==> src/sv/lkvc_pkg.sv <==
// Shared definitions for the LRU key-value cache: opcodes, stream field layout
// and the control word broadcast to the row of entry cells.
// Used by lkvc_cell and lru_key_value_cache; depends on nothing else.
`timescale 1ns / 1ps

package lkvc_pkg;

  // Opcodes carried in the low bits of the input stream data.
  localparam logic [2:0] OP_GET_OR_ADD = 3'd0;
  localparam logic [2:0] OP_PROBE      = 3'd1;
  localparam logic [2:0] OP_REMOVE     = 3'd2;
  localparam logic [2:0] OP_TRIM       = 3'd3;
  localparam logic [2:0] OP_FLUSH      = 3'd4;

  // Fixed field widths of the stream payloads.
  localparam int OP_BITS    = 3;
  localparam int WORD_BITS  = 64;
  localparam int SMALL_BITS = 5;

  // Input data layout: opcode, key, value from bit 0 up.
  localparam int IN_OP_LSB     = 0;
  localparam int IN_KEY_LSB    = IN_OP_LSB + OP_BITS;
  localparam int IN_VALUE_LSB  = IN_KEY_LSB + WORD_BITS;
  localparam int IN_USED_BITS  = IN_VALUE_LSB + WORD_BITS;
  localparam int IN_DATA_BITS  = ((IN_USED_BITS + 7) / 8) * 8;

  // Output data layout: hit, value_out, entry_count, evicted_count.
  localparam int OUT_HIT_LSB   = 0;
  localparam int OUT_VALUE_LSB = OUT_HIT_LSB + 1;
  localparam int OUT_COUNT_LSB = OUT_VALUE_LSB + WORD_BITS;
  localparam int OUT_EVICT_LSB = OUT_COUNT_LSB + SMALL_BITS;
  localparam int OUT_USED_BITS = OUT_EVICT_LSB + SMALL_BITS;
  localparam int OUT_DATA_BITS = ((OUT_USED_BITS + 7) / 8) * 8;

  // What every cell does in the current cycle.
  typedef enum logic [2:0] {
    CELL_IDLE,
    CELL_LOOK,
    CELL_TOUCH,
    CELL_DROP,
    CELL_EVICT,
    CELL_FLUSH
  } cell_op_t;

  // Control word broadcast along the row of cells.
  typedef struct packed {
    cell_op_t op;
    logic     insert;
  } cell_ctl_t;

endpackage

==> src/sv/lru_key_value_cache.sv <==
// Top level of the fully associative LRU key-value cache.
// Instantiates a row of lkvc_cell entries; depends on lkvc_pkg.
`timescale 1ns / 1ps

// Each item passes through the transfer into the input register, a lookup
// state in which every cell compares its key and the match is registered, and
// an execute state in which all cells update their ranks at once and the result
// is loaded into the output register. Eviction of any number of least recent
// entries happens at once in the execute state, since the victims are exactly
// the entries whose rank reaches the limit. The next item is taken once the
// execute state has passed its result on; a result that waits in the output
// register holds the block in the execute state of the following item only.
// Capacity must be written through cfg_we and cfg_data only while the block
// is idle; the block itself does not enforce this. Values above ENTRIES act
// as ENTRIES and zero stores nothing. No clearing pass is needed after reset.
module lru_key_value_cache #(
  parameter int ENTRIES    = 16,
  parameter int KEY_BITS   = 64,
  parameter int VALUE_BITS = 64
) (
  input  logic                               clk,
  input  logic                               rst,
  // Capacity register write.
  input  logic                               cfg_we,
  input  logic [lkvc_pkg::SMALL_BITS-1:0]    cfg_data,
  // Input items.
  input  logic                               s_axis_tvalid,
  output logic                               s_axis_tready,
  // Fields from bit 0: opcode[2:0], key[66:3], value[130:67], zero pad.
  input  logic [lkvc_pkg::IN_DATA_BITS-1:0]  s_axis_tdata,
  // Results.
  output logic                               m_axis_tvalid,
  input  logic                               m_axis_tready,
  // Fields from bit 0: hit[0], value_out[64:1], entry_count[69:65],
  // evicted_count[74:70], zero pad.
  output logic [lkvc_pkg::OUT_DATA_BITS-1:0] m_axis_tdata
);

  localparam int RW = (ENTRIES > 1) ? $clog2(ENTRIES) : 1;
  localparam int CW = $clog2(ENTRIES + 1);
  localparam int WB = lkvc_pkg::WORD_BITS;
  localparam int SB = lkvc_pkg::SMALL_BITS;

  localparam logic [1:0] S_IDLE = 2'd0;
  localparam logic [1:0] S_LOOK = 2'd1;
  localparam logic [1:0] S_EXEC = 2'd2;

  logic [1:0]            state;
  logic [1:0]            state_next;
  logic [SB-1:0]         capacity;
  logic [CW-1:0]         count;
  logic [CW-1:0]         count_next;
  logic [2:0]            op;
  logic [KEY_BITS-1:0]   key_q;
  logic [VALUE_BITS-1:0] val_q;
  logic                  hit_q;
  logic [RW-1:0]         hit_rank_q;
  logic [VALUE_BITS-1:0] hit_value_q;

  logic                  in_xfer;
  logic                  exec_go;
  logic [CW-1:0]         eff_cap;
  logic                  cap_pos;
  logic [CW-1:0]         lim;
  logic [CW-1:0]         kept;
  logic [CW-1:0]         evicted;
  logic                  res_hit;
  logic [VALUE_BITS-1:0] res_value;
  logic [CW-1:0]         res_evicted;
  logic [lkvc_pkg::OUT_DATA_BITS-1:0] res_word;
  lkvc_pkg::cell_ctl_t   cell_ctl;

  logic [ENTRIES:0]      free_chain;
  logic [ENTRIES:0]      hit_chain;
  logic [RW-1:0]         rank_chain [ENTRIES+1];
  logic [VALUE_BITS-1:0] data_chain [ENTRIES+1];
  logic [ENTRIES-1:0]    valid_vec;
  logic [ENTRIES-1:0]    sel_vec;

  assign s_axis_tready = (state == S_IDLE);
  assign in_xfer       = s_axis_tvalid && s_axis_tready;
  assign exec_go       = (state == S_EXEC) && (!m_axis_tvalid || m_axis_tready);

  // Capacity register.
  always_ff @(posedge clk) begin
    if (rst) begin
      capacity <= SB'(16);
    end else if (cfg_we) begin
      capacity <= cfg_data;
    end
  end

  // Effective capacity and the eviction limit of the current opcode.
  always_comb begin
    if (32'(capacity) > ENTRIES) eff_cap = CW'(ENTRIES);
    else eff_cap = CW'(capacity);
    cap_pos = (eff_cap != '0);
    if (op == lkvc_pkg::OP_TRIM) lim = eff_cap;
    else lim = cap_pos ? eff_cap - 1'b1 : '0;
    kept    = (count > lim) ? lim : count;
    evicted = (count > lim) ? count - lim : '0;
  end

  // Sequencer: accept, look up, execute.
  always_comb begin
    state_next = state;
    unique case (state)
      S_IDLE:  if (in_xfer) state_next = S_LOOK;
      S_LOOK:  state_next = S_EXEC;
      S_EXEC:  if (exec_go) state_next = S_IDLE;
      default: state_next = S_IDLE;
    endcase
  end

  always_ff @(posedge clk) begin
    if (rst) state <= S_IDLE;
    else state <= state_next;
  end

  // Input register.
  always_ff @(posedge clk) begin
    if (in_xfer) begin
      op    <= s_axis_tdata[lkvc_pkg::IN_OP_LSB +: lkvc_pkg::OP_BITS];
      key_q <= s_axis_tdata[lkvc_pkg::IN_KEY_LSB +: KEY_BITS];
      val_q <= s_axis_tdata[lkvc_pkg::IN_VALUE_LSB +: VALUE_BITS];
    end
  end

  // Lookup result gathered along the row.
  always_ff @(posedge clk) begin
    if (state == S_LOOK) begin
      hit_q       <= hit_chain[ENTRIES];
      hit_rank_q  <= rank_chain[ENTRIES];
      hit_value_q <= data_chain[ENTRIES];
    end
  end

  // Command to the cells and the result of the item.
  always_comb begin
    cell_ctl.op     = lkvc_pkg::CELL_IDLE;
    cell_ctl.insert = 1'b0;
    count_next      = count;
    res_hit         = 1'b0;
    res_value       = '0;
    res_evicted     = '0;
    if (state == S_LOOK) cell_ctl.op = lkvc_pkg::CELL_LOOK;
    unique case (op)
      lkvc_pkg::OP_GET_OR_ADD: begin
        res_hit = hit_q;
        if (hit_q) begin
          res_value = hit_value_q;
          if (exec_go) cell_ctl.op = lkvc_pkg::CELL_TOUCH;
        end else begin
          res_value   = val_q;
          res_evicted = evicted;
          count_next  = kept + CW'(cap_pos);
          if (exec_go) begin
            cell_ctl.op     = lkvc_pkg::CELL_EVICT;
            cell_ctl.insert = cap_pos;
          end
        end
      end
      lkvc_pkg::OP_PROBE: begin
        res_hit   = hit_q;
        res_value = hit_q ? hit_value_q : '0;
      end
      lkvc_pkg::OP_REMOVE: begin
        res_hit   = hit_q;
        res_value = hit_q ? hit_value_q : '0;
        if (hit_q) begin
          count_next = count - 1'b1;
          if (exec_go) cell_ctl.op = lkvc_pkg::CELL_DROP;
        end
      end
      lkvc_pkg::OP_TRIM: begin
        res_evicted = evicted;
        count_next  = kept;
        if (exec_go) cell_ctl.op = lkvc_pkg::CELL_EVICT;
      end
      lkvc_pkg::OP_FLUSH: begin
        count_next = '0;
        if (exec_go) cell_ctl.op = lkvc_pkg::CELL_FLUSH;
      end
      default: begin
      end
    endcase
  end

  // Entry count.
  always_ff @(posedge clk) begin
    if (rst) count <= '0;
    else if (exec_go) count <= count_next;
  end

  // Result word packed for the output register.
  always_comb begin
    res_word                                  = '0;
    res_word[lkvc_pkg::OUT_HIT_LSB]           = res_hit;
    res_word[lkvc_pkg::OUT_VALUE_LSB +: WB]   = WB'(res_value);
    res_word[lkvc_pkg::OUT_COUNT_LSB +: SB]   = SB'(count_next);
    res_word[lkvc_pkg::OUT_EVICT_LSB +: SB]   = SB'(res_evicted);
  end

  // Output register.
  always_ff @(posedge clk) begin
    if (rst) m_axis_tvalid <= 1'b0;
    else if (exec_go) m_axis_tvalid <= 1'b1;
    else if (m_axis_tready) m_axis_tvalid <= 1'b0;
  end

  always_ff @(posedge clk) begin
    if (exec_go) begin
      m_axis_tdata <= res_word;
    end
  end

  // Row of entry cells.
  assign free_chain[0] = 1'b0;
  assign hit_chain[0]  = 1'b0;
  assign rank_chain[0] = '0;
  assign data_chain[0] = '0;

  for (genvar i = 0; i < ENTRIES; i++) begin : g_cell
    lkvc_cell #(
      .KEY_BITS   (KEY_BITS),
      .VALUE_BITS (VALUE_BITS),
      .RANK_BITS  (RW),
      .COUNT_BITS (CW)
    ) u_cell (
      .clk      (clk),
      .rst      (rst),
      .ctl      (cell_ctl),
      .key_in   (key_q),
      .value_in (val_q),
      .hit_rank (hit_rank_q),
      .limit    (lim),
      .free_in  (free_chain[i]),
      .free_out (free_chain[i+1]),
      .hit_in   (hit_chain[i]),
      .hit_out  (hit_chain[i+1]),
      .rank_in  (rank_chain[i]),
      .rank_out (rank_chain[i+1]),
      .data_in  (data_chain[i]),
      .data_out (data_chain[i+1]),
      .valid    (valid_vec[i]),
      .sel      (sel_vec[i])
    );
  end

  // The count register tracks the valid cells exactly.
  a_count_matches: assert property (@(posedge clk) disable iff (rst)
    $countones(valid_vec) == 32'(count))
    else $error("entry count differs from the number of valid cells");

  // The count never exceeds the number of cells.
  a_count_bound: assert property (@(posedge clk) disable iff (rst)
    32'(count) <= ENTRIES)
    else $error("entry count above the number of cells");

  // A lookup selects at most one cell.
  a_one_match: assert property (@(posedge clk) disable iff (rst)
    $onehot0(sel_vec))
    else $error("more than one cell matched the key");

  // After eviction the count is within the limit, plus one for an insert.
  a_evict_limit: assert property (@(posedge clk) disable iff (rst)
    (cell_ctl.op == lkvc_pkg::CELL_EVICT) |=>
      (32'(count) <= 32'($past(lim)) + 32'($past(cell_ctl.insert))))
    else $error("eviction left too many entries");

endmodule

==> src/sv/lkvc_cell.sv <==
// One entry of the LRU key-value cache: valid bit, key, value and recency rank.
// Cells form a row; lookup results and the free-slot search pass from cell to cell.
// Depends on lkvc_pkg.
`timescale 1ns / 1ps

module lkvc_cell #(
  parameter int KEY_BITS   = 64,
  parameter int VALUE_BITS = 64,
  parameter int RANK_BITS  = 4,
  parameter int COUNT_BITS = 5
) (
  input  logic                    clk,
  input  logic                    rst,
  input  lkvc_pkg::cell_ctl_t     ctl,
  input  logic [KEY_BITS-1:0]     key_in,
  input  logic [VALUE_BITS-1:0]   value_in,
  input  logic [RANK_BITS-1:0]    hit_rank,
  input  logic [COUNT_BITS-1:0]   limit,
  input  logic                    free_in,
  output logic                    free_out,
  input  logic                    hit_in,
  output logic                    hit_out,
  input  logic [RANK_BITS-1:0]    rank_in,
  output logic [RANK_BITS-1:0]    rank_out,
  input  logic [VALUE_BITS-1:0]   data_in,
  output logic [VALUE_BITS-1:0]   data_out,
  output logic                    valid,
  output logic                    sel
);

  logic [KEY_BITS-1:0]   entry_key;
  logic [VALUE_BITS-1:0] entry_value;
  logic [RANK_BITS-1:0]  rank;
  logic                  match;
  logic                  evict_me;
  logic                  free_here;
  logic                  fill;

  // Key compare and the lookup chain: at most one valid cell matches.
  always_comb begin
    match    = valid && (entry_key == key_in);
    hit_out  = hit_in | match;
    rank_out = rank_in | (match ? rank : '0);
    data_out = data_in | (match ? entry_value : '0);
  end

  // Entries whose rank reaches the limit are the least recent ones to evict.
  // The lowest cell that is free after eviction takes the new pair.
  always_comb begin
    evict_me  = valid && (COUNT_BITS'(rank) >= limit);
    free_here = !valid || evict_me;
    fill      = ctl.insert && free_here && !free_in;
    free_out  = free_in | free_here;
  end

  // Valid bit and the registered match of the last lookup.
  always_ff @(posedge clk) begin
    if (rst) begin
      valid <= 1'b0;
      sel   <= 1'b0;
    end else begin
      unique case (ctl.op)
        lkvc_pkg::CELL_LOOK: begin
          sel <= match;
        end
        lkvc_pkg::CELL_DROP: begin
          if (sel) valid <= 1'b0;
        end
        lkvc_pkg::CELL_EVICT: begin
          if (fill) valid <= 1'b1;
          else if (evict_me) valid <= 1'b0;
        end
        lkvc_pkg::CELL_FLUSH: begin
          valid <= 1'b0;
        end
        default: begin
        end
      endcase
    end
  end

  // Rank bookkeeping and the stored pair.
  always_ff @(posedge clk) begin
    unique case (ctl.op)
      lkvc_pkg::CELL_TOUCH: begin
        if (sel) rank <= '0;
        else if (valid && rank < hit_rank) rank <= rank + 1'b1;
      end
      lkvc_pkg::CELL_DROP: begin
        if (!sel && valid && rank > hit_rank) rank <= rank - 1'b1;
      end
      lkvc_pkg::CELL_EVICT: begin
        if (fill) begin
          rank        <= '0;
          entry_key   <= key_in;
          entry_value <= value_in;
        end else if (valid && !evict_me && ctl.insert) begin
          rank <= rank + 1'b1;
        end
      end
      default: begin
      end
    endcase
  end

endmodule

==> config.mk <==
export PLATFORM = sky130hd
export DESIGN_NAME = lru_key_value_cache
export DESIGN_NICKNAME = d
export VERILOG_FILES = /design/src/sv/lkvc_pkg.sv /design/src/sv/lru_key_value_cache.sv /design/src/sv/lkvc_cell.sv
export SDC_FILE = /design/constraint.sdc
export NUM_CORES = 2
export LEC_CHECK = 0
export BUFFER_PORTS_ARGS = -buffer_cell sky130_fd_sc_hd__buf_4
export CAP_MARGIN = 20
export CORE_UTILIZATION = 55
export CTS_CLUSTER_DIAMETER = 100
export CTS_CLUSTER_SIZE = 30
export DETAILED_ROUTE_END_ITERATION = 12
export HOLD_SLACK_MARGIN = 0.1
export PLACE_DENSITY = 0.71
export RECOVER_POWER = 50
export SLEW_MARGIN = 20
export SYNTH_ARGS = -nofsm -noshare
export SYNTH_HDL_FRONTEND = slang
export SYNTH_HIERARCHICAL = 1
export SYNTH_SLANG_ARGS = --single-unit
==> constraint.sdc <==
create_clock -name clk -period 20.6 [get_ports clk]
set_clock_uncertainty 0.05 [all_clocks]
set_input_delay 6.18 -clock clk [delete_from_list [all_inputs] [get_ports clk]]
set_output_delay 6.18 -clock clk [all_outputs]
set_load 0.01 [all_outputs]
* Word-level counts from Yosys, hierarchy flattened
Cells that the tools add are included.
Operators by class: add/subtract/negate cells 36, magnitude comparators 50, equal/unequal tests 109, muxes and demuxes 221, bitwise operators 59, reduce and logical (&&, ||, !) cells 283
Operators with widths (number):
- 2-to-1 mux 64 bit | 18
- == test 64 bit | 16
- bitwise OR 64 bit | 15
- 2-to-1 mux 4 bit | 97
- case mux 4 bit (3 select lines) | 16
- logical AND 1 bit | 145
- inequality test 3 x 1 -> 1 bit (second input constant) | 48
- case mux 64 bit (2 select lines) | 1
- greater-or-equal comparator 4 x 5 -> 1 bit | 16
- inequality test 2 x 1 -> 1 bit (second input constant) | 33
- adder 4 x 1 -> 4 bit (second input constant) | 16
- > comparator 4 bit | 16
- logical NOT 1 bit | 64
- < comparator 4 bit | 16
- AND reduction 4 bit | 16
- subtractor 4 x 1 -> 4 bit (second input constant) | 16
- bitwise OR 4 bit | 15
- 2-to-1 mux 1 bit | 53
- case mux 1 bit (3 select lines) | 16
- AND reduction 3 bit | 16
- 2-to-1 mux 5 bit | 8
- AND reduction 2 bit | 17
- bitwise OR 1 bit | 29
- case mux 5 bit (4 select lines) | 1
- 24 further kinds | 54
Word-level totals: register bits 2432, bits of input ports 146, output and inout bits 82, logic and storage cells 850

* Logic depth before layout (Yosys ltp)
depth after elaboration 26, gate-level depth with buffers 36, depth with buffers taken out 35

* By module
Netlist, hierarchy kept.
Modules (own cells, without submodules):
- lkvc_cell at g_cell[14].u_cell ... | instances 10, cells each 454, area an instance 6242.2 um2, seq. area each 4003.8 um2
- lkvc_cell at g_cell[0].u_cell ... | instances 5, cells each 409, area an instance 5918.2 um2, seq. area each 4003.8 um2
- lru_key_value_cache | instances 1, cells each 598, area an instance 10595.2 um2, seq. area each 8518.2 um2
- lkvc_cell at g_cell[9].u_cell | instances 1, cells each 383, area an instance 5774.3 um2, seq. area each 4003.8 um2

* Least setup slack after synthesis
OpenSTA, ideal clock, no wires.
path kind input-to-reg, from in m_axis_tready, to reg g_cell[0].u_cell.entry_key[0], enable pin, arrival 14.903 ns, required time 19.933 ns, path slack 5.029 ns, stages on the path 7, path buffers 0, path through nand2b_1 > nand2_1 > a21oi_1 > nor2b_1 > and2_1 > nand3_1 > nor2_1
RTL lines:
- start: declaration | line lru_key_value_cache.sv:33 | input logic m_axis_tready,
- end signal: assignment | line lkvc_cell.sv:95 | entry_key <= key_in;
- end: declaration | line lkvc_cell.sv:31 | logic [KEY_BITS-1:0] entry_key;

* Worst setup path in the final report
from reg capacity[4], to reg g_cell[15].u_cell.entry_value[42], enable pin
Between the ends: longest elaborated chain between the ends 25, elaborated cells on any way between the ends 75, those cells by class 1 x add/sub; 17 x order compare; 6 x mux; 14 x bitwise; 37 x reduce/logical
RTL lines:
- start: declaration | line lru_key_value_cache.sv:50 | logic [SB-1:0] capacity;
- start signal: assignment | line lru_key_value_cache.sv:89 | capacity <= cfg_data;
- > comparator 5 bit | line lru_key_value_cache.sv:95 | if (32'(capacity) > ENTRIES) eff_cap = CW'(ENTRIES);
- 2-to-1 mux 5 bit * | line lru_key_value_cache.sv:95
- subtractor 5 x 1 -> 5 bit or nonzero test 5 bit (tied branches) | line lru_key_value_cache.sv:99, lru_key_value_cache.sv:97
- 2-to-1 mux 5 bit | line lru_key_value_cache.sv:99 | else lim = cap_pos ? eff_cap - 1'b1 : '0;
- 2-to-1 mux 5 bit * | line lru_key_value_cache.sv:98 | if (op == lkvc_pkg::OP_TRIM) lim = eff_cap;
- via lim[1] | line lru_key_value_cache.sv:64 | logic [CW-1:0] lim;
- greater-or-equal comparator 4 x 5 -> 1 bit * | line lkvc_cell.sv:50 | evict_me = valid && (COUNT_BITS'(rank) >= limit);
- logical AND 1 bit * | line lkvc_cell.sv:50
- [1 not listed]
- via free_chain[1] | line lru_key_value_cache.sv:73 | logic [ENTRIES:0] free_chain;
- [1 not listed]
- via free_chain[2] | line lru_key_value_cache.sv:73
- [1 not listed]
- via free_chain[3] | line lru_key_value_cache.sv:73
- [1 not listed]
- via free_chain[4] | line lru_key_value_cache.sv:73
- [1 not listed]
- via free_chain[5] | line lru_key_value_cache.sv:73
- [1 not listed]
- via free_chain[6] | line lru_key_value_cache.sv:73
- [1 not listed]
- via free_chain[7] | line lru_key_value_cache.sv:73
- [1 not listed]
- via free_chain[8] | line lru_key_value_cache.sv:73
- [1 not listed]
- via free_chain[9] | line lru_key_value_cache.sv:73
- [1 not listed]
- via free_chain[10] | line lru_key_value_cache.sv:73
- [1 not listed]
- via free_chain[11] | line lru_key_value_cache.sv:73
- [1 not listed]
- via free_chain[12] | line lru_key_value_cache.sv:73
- [1 not listed]
- via free_chain[13] | line lru_key_value_cache.sv:73
- bitwise OR 1 bit * | line lkvc_cell.sv:53 | free_out = free_in | free_here;
- via free_chain[14] | line lru_key_value_cache.sv:73
- bitwise OR 1 bit * | line lkvc_cell.sv:53
- via free_chain[15] | line lru_key_value_cache.sv:73
- logical NOT 1 bit * | line lkvc_cell.sv:52 | fill = ctl.insert && free_here && !free_in;
- logical AND 1 bit * | line lkvc_cell.sv:52
- AND reduction 2 bit (no line) *
- end signal: assignment | line lkvc_cell.sv:96 | entry_value <= value_in;
- end: declaration | line lkvc_cell.sv:32 | logic [VALUE_BITS-1:0] entry_value;
The timed path passes the listed nets; every way through them passes the cells marked *. A chain may end at the register's enable or synchronous reset.

==> impl_metrics.json <==
{
  "grt_antenna_before_repair": 10,
  "fin_ws_ps": 8880,
  "maxCapViolations": 69,
  "tightest_slew_ps": 4450,
  "end_kind": "flop",
  "setup-violations-final": 0,
  "synthToLayoutAreaGrowth_pct": 7.18,
  "seqCellArea_um2": 72600,
  "power_density_nw_per_um2": 72.8,
  "h-tree-depth": 3,
  "route.antenna.remaining_nets": 0,
  "gp_congestion": 0.867,
  "reg2reg_slack_ps": 8880,
  "rr_endpoint": "g_cell[15].u_cell/entry_value[42]",
  "cts_root_buffer": "clkbuf_16",
  "firstDrtPassIters": 8,
  "grt_max_degree": 88,
  "drt_iter0_drc": 8038,
  "drv_slew": 2069,
  "die_area_um2": 199000,
  "leakage_nw": 37.7,
  "worst-setup-path-type": "flop to flop",
  "grt_overflow": 0,
  "cts_tree": "done",
  "die_x_um": 446,
  "drt-wirelength-per-cell_um": 27.2,
  "grt_pass1_vias": 65554,
  "rows": 162,
  "postCtsSetupBuffers": 0,
  "arrival_ps": 12100,
  "drt-total-wl_mm": 286,
  "drive_gt1_share_pct": 7.05,
  "violations": "max-capacitance violations, max-slew violations",
  "drc": 0,
  "yosysWarnings": 6,
  "core_region_area_um2": 195000,
  "via_per_inst": 6.36,
  "vias": 66984,
  "io_buffers": 217,
  "max_stage_delay_ps": 1340,
  "multiInputGateArea_um2": 33400,
  "rsz0062_at_grt": "no",
  "max_freq_mhz": 85.3,
  "cts_buffers": 95,
  "clk_latency_ps": 810,
  "whs_ps": 462,
  "status": "finished, violations left",
  "power.total_mw": 8.45,
  "clk_path_buf_depth": 3,
  "final-instance-count-excl-fill": 10527,
  "syn-cell-area_um2": 108000,
  "cp-startpoint": "capacity[4]",
  "track_usage_pct": 28.4,
  "synthCells": 7565,
  "worstPathRequired_ps": 20980,
  "ir_worst_vdd_mv": 0.0635,
  "holdBufCountCts": 0,
  "fin_nets": 8176,
  "dp_hpwl_mm": 168,
  "start_util_pct": 55.5,
  "placedCellCount": 10389,
  "reg2reg_from": "capacity[4]",
  "r2r_cells": 35,
  "endpoint": "g_cell[15].u_cell/entry_value[42]",
  "relSlewSlack_pct": -197,
  "syn_area_per_cell_um2": 14.3,
  "clk_pin_slew_worst_paths_ps": 110,
  "setup_tns_ps": 0,
  "pre_cts_ws_ps": 8430,
  "grt_pass1_wl_mm": 421,
  "worst_setup_path_start_kind": "flop",
  "critPathMaxFanout": 82,
  "fin_crit_sh_pct": 56.9,
  "final.min_clock_period_ps": 11720,
  "cts_sinks": 2432,
  "die_y_um": 446,
  "cts-resized-gates": 0,
  "fillers": 15050,
  "cp_common_cell": "or2_2",
  "min_path_type": "flop to flop",
  "finalHoldViolations": 0,
  "io_pins": 228,
  "cp_slowest_cell": "clkbuf_1"
}
## sequential cells by signal (all words and copies together) (netlist names)
register,count
capacity,5
count,5
g_cell.u_cell/entry_key,1024
g_cell.u_cell/entry_value,1024
g_cell.u_cell/rank,64
g_cell.u_cell/sel,16
g_cell.u_cell/valid,16
hit_q,1
hit_rank_q,4
hit_value_q,64
key_q,64
m_axis_tdata,75
m_axis_tvalid,1
op,3
state,2
val_q,64
## worst max-delay path, delay by kind of cell (launching register included)
| family | cells | cell delay [ps] |
|---|---|---|
| fa+ha+maj | 2 | 630 |
| buf+inv | 9 | 3430 |
| flops | 1 | 400 |
| compound gates | 5 | 1470 |
| simple gates | 19 | 5150 |
## power by group
group / switching, mW / leakage [nW] / internal, mW
clock network: 1.49 / 1.34 / 0.893
registers: 0.0571 / 21.9 / 5.47
logic: 0.323 / 14.5 / 0.215
## routing by layer
layer	track usage, %	wire length (um)
met5	0	13
met1	39.3	116000
met4	9.85	10700
met2	46.5	134000
met3	3.73	24900
## how the worst min path moves through the flow
stage,startpoint,end,slack (ps),cells past startpoint
3_3_place_gp,g_cell[11].u_cell/sel,g_cell[11].u_cell/sel,450,2
4_1_cts,m_axis_tvalid,m_axis_tvalid,480,2
2_1_floorplan,g_cell[0].u_cell/sel,g_cell[0].u_cell/sel,420,2
6_report,state[1],m_axis_tvalid,460,2
3_5_place_dp,m_axis_tvalid,m_axis_tvalid,460,2
5_1_grt,state[1],m_axis_tvalid,480,2
## final cells by class
type,count,share of cell area (%)
clock buffers,114,2.15
diodes,7,0.0151
well taps,2624,2.83
flip-flops and latches,2432,62.5
inverters,369,1.24
multi-input cells,4553,28.8
clock inverters,17,0.221
repair buffers,411,2.27
## layout by cell type, fill, tap and decap left out, types with 21 or more instances in the layout
cell type,n
nor4_4,21
nor3_1,51
o2111ai_1,33
nor2_1,45
o211ai_1,29
o21ai_0,54
buf_4,174
o21ai_1,22
o31ai_1,31
clkbuf_4,110
nand2b_1,104
o21a_1,26
nand3b_1,31
o221ai_1,26
nand3_1,708
o22ai_1,38
nand2_1,93
o21bai_1,675
a2111o_1,40
clkbuf_1,141
ha_1,167
nor4_1,65
nor2b_1,170
conb_1,76
xor2_1,74
a21o_1,430
inv_1,357
nand4_1,203
dfxtp_1,45
a22o_1,74
xnor2_1,765
a21oi_1,146
clkbuf_16,97
edfxtp_1,2387
a211oi_1,22
## stage by stage
| stage | util, % | cell area (um2) |
|---|---|---|
| final | 59.4 | 116000 |
| after global routing | 59.4 | 116000 |
| after CTS | 59.7 | 117000 |
| after detailed placement | 58.3 | 114000 |
| after global placement | 58.3 | 114000 |
| after floorplan | - | 109000 |
Power figures use the tool's default switching activity.
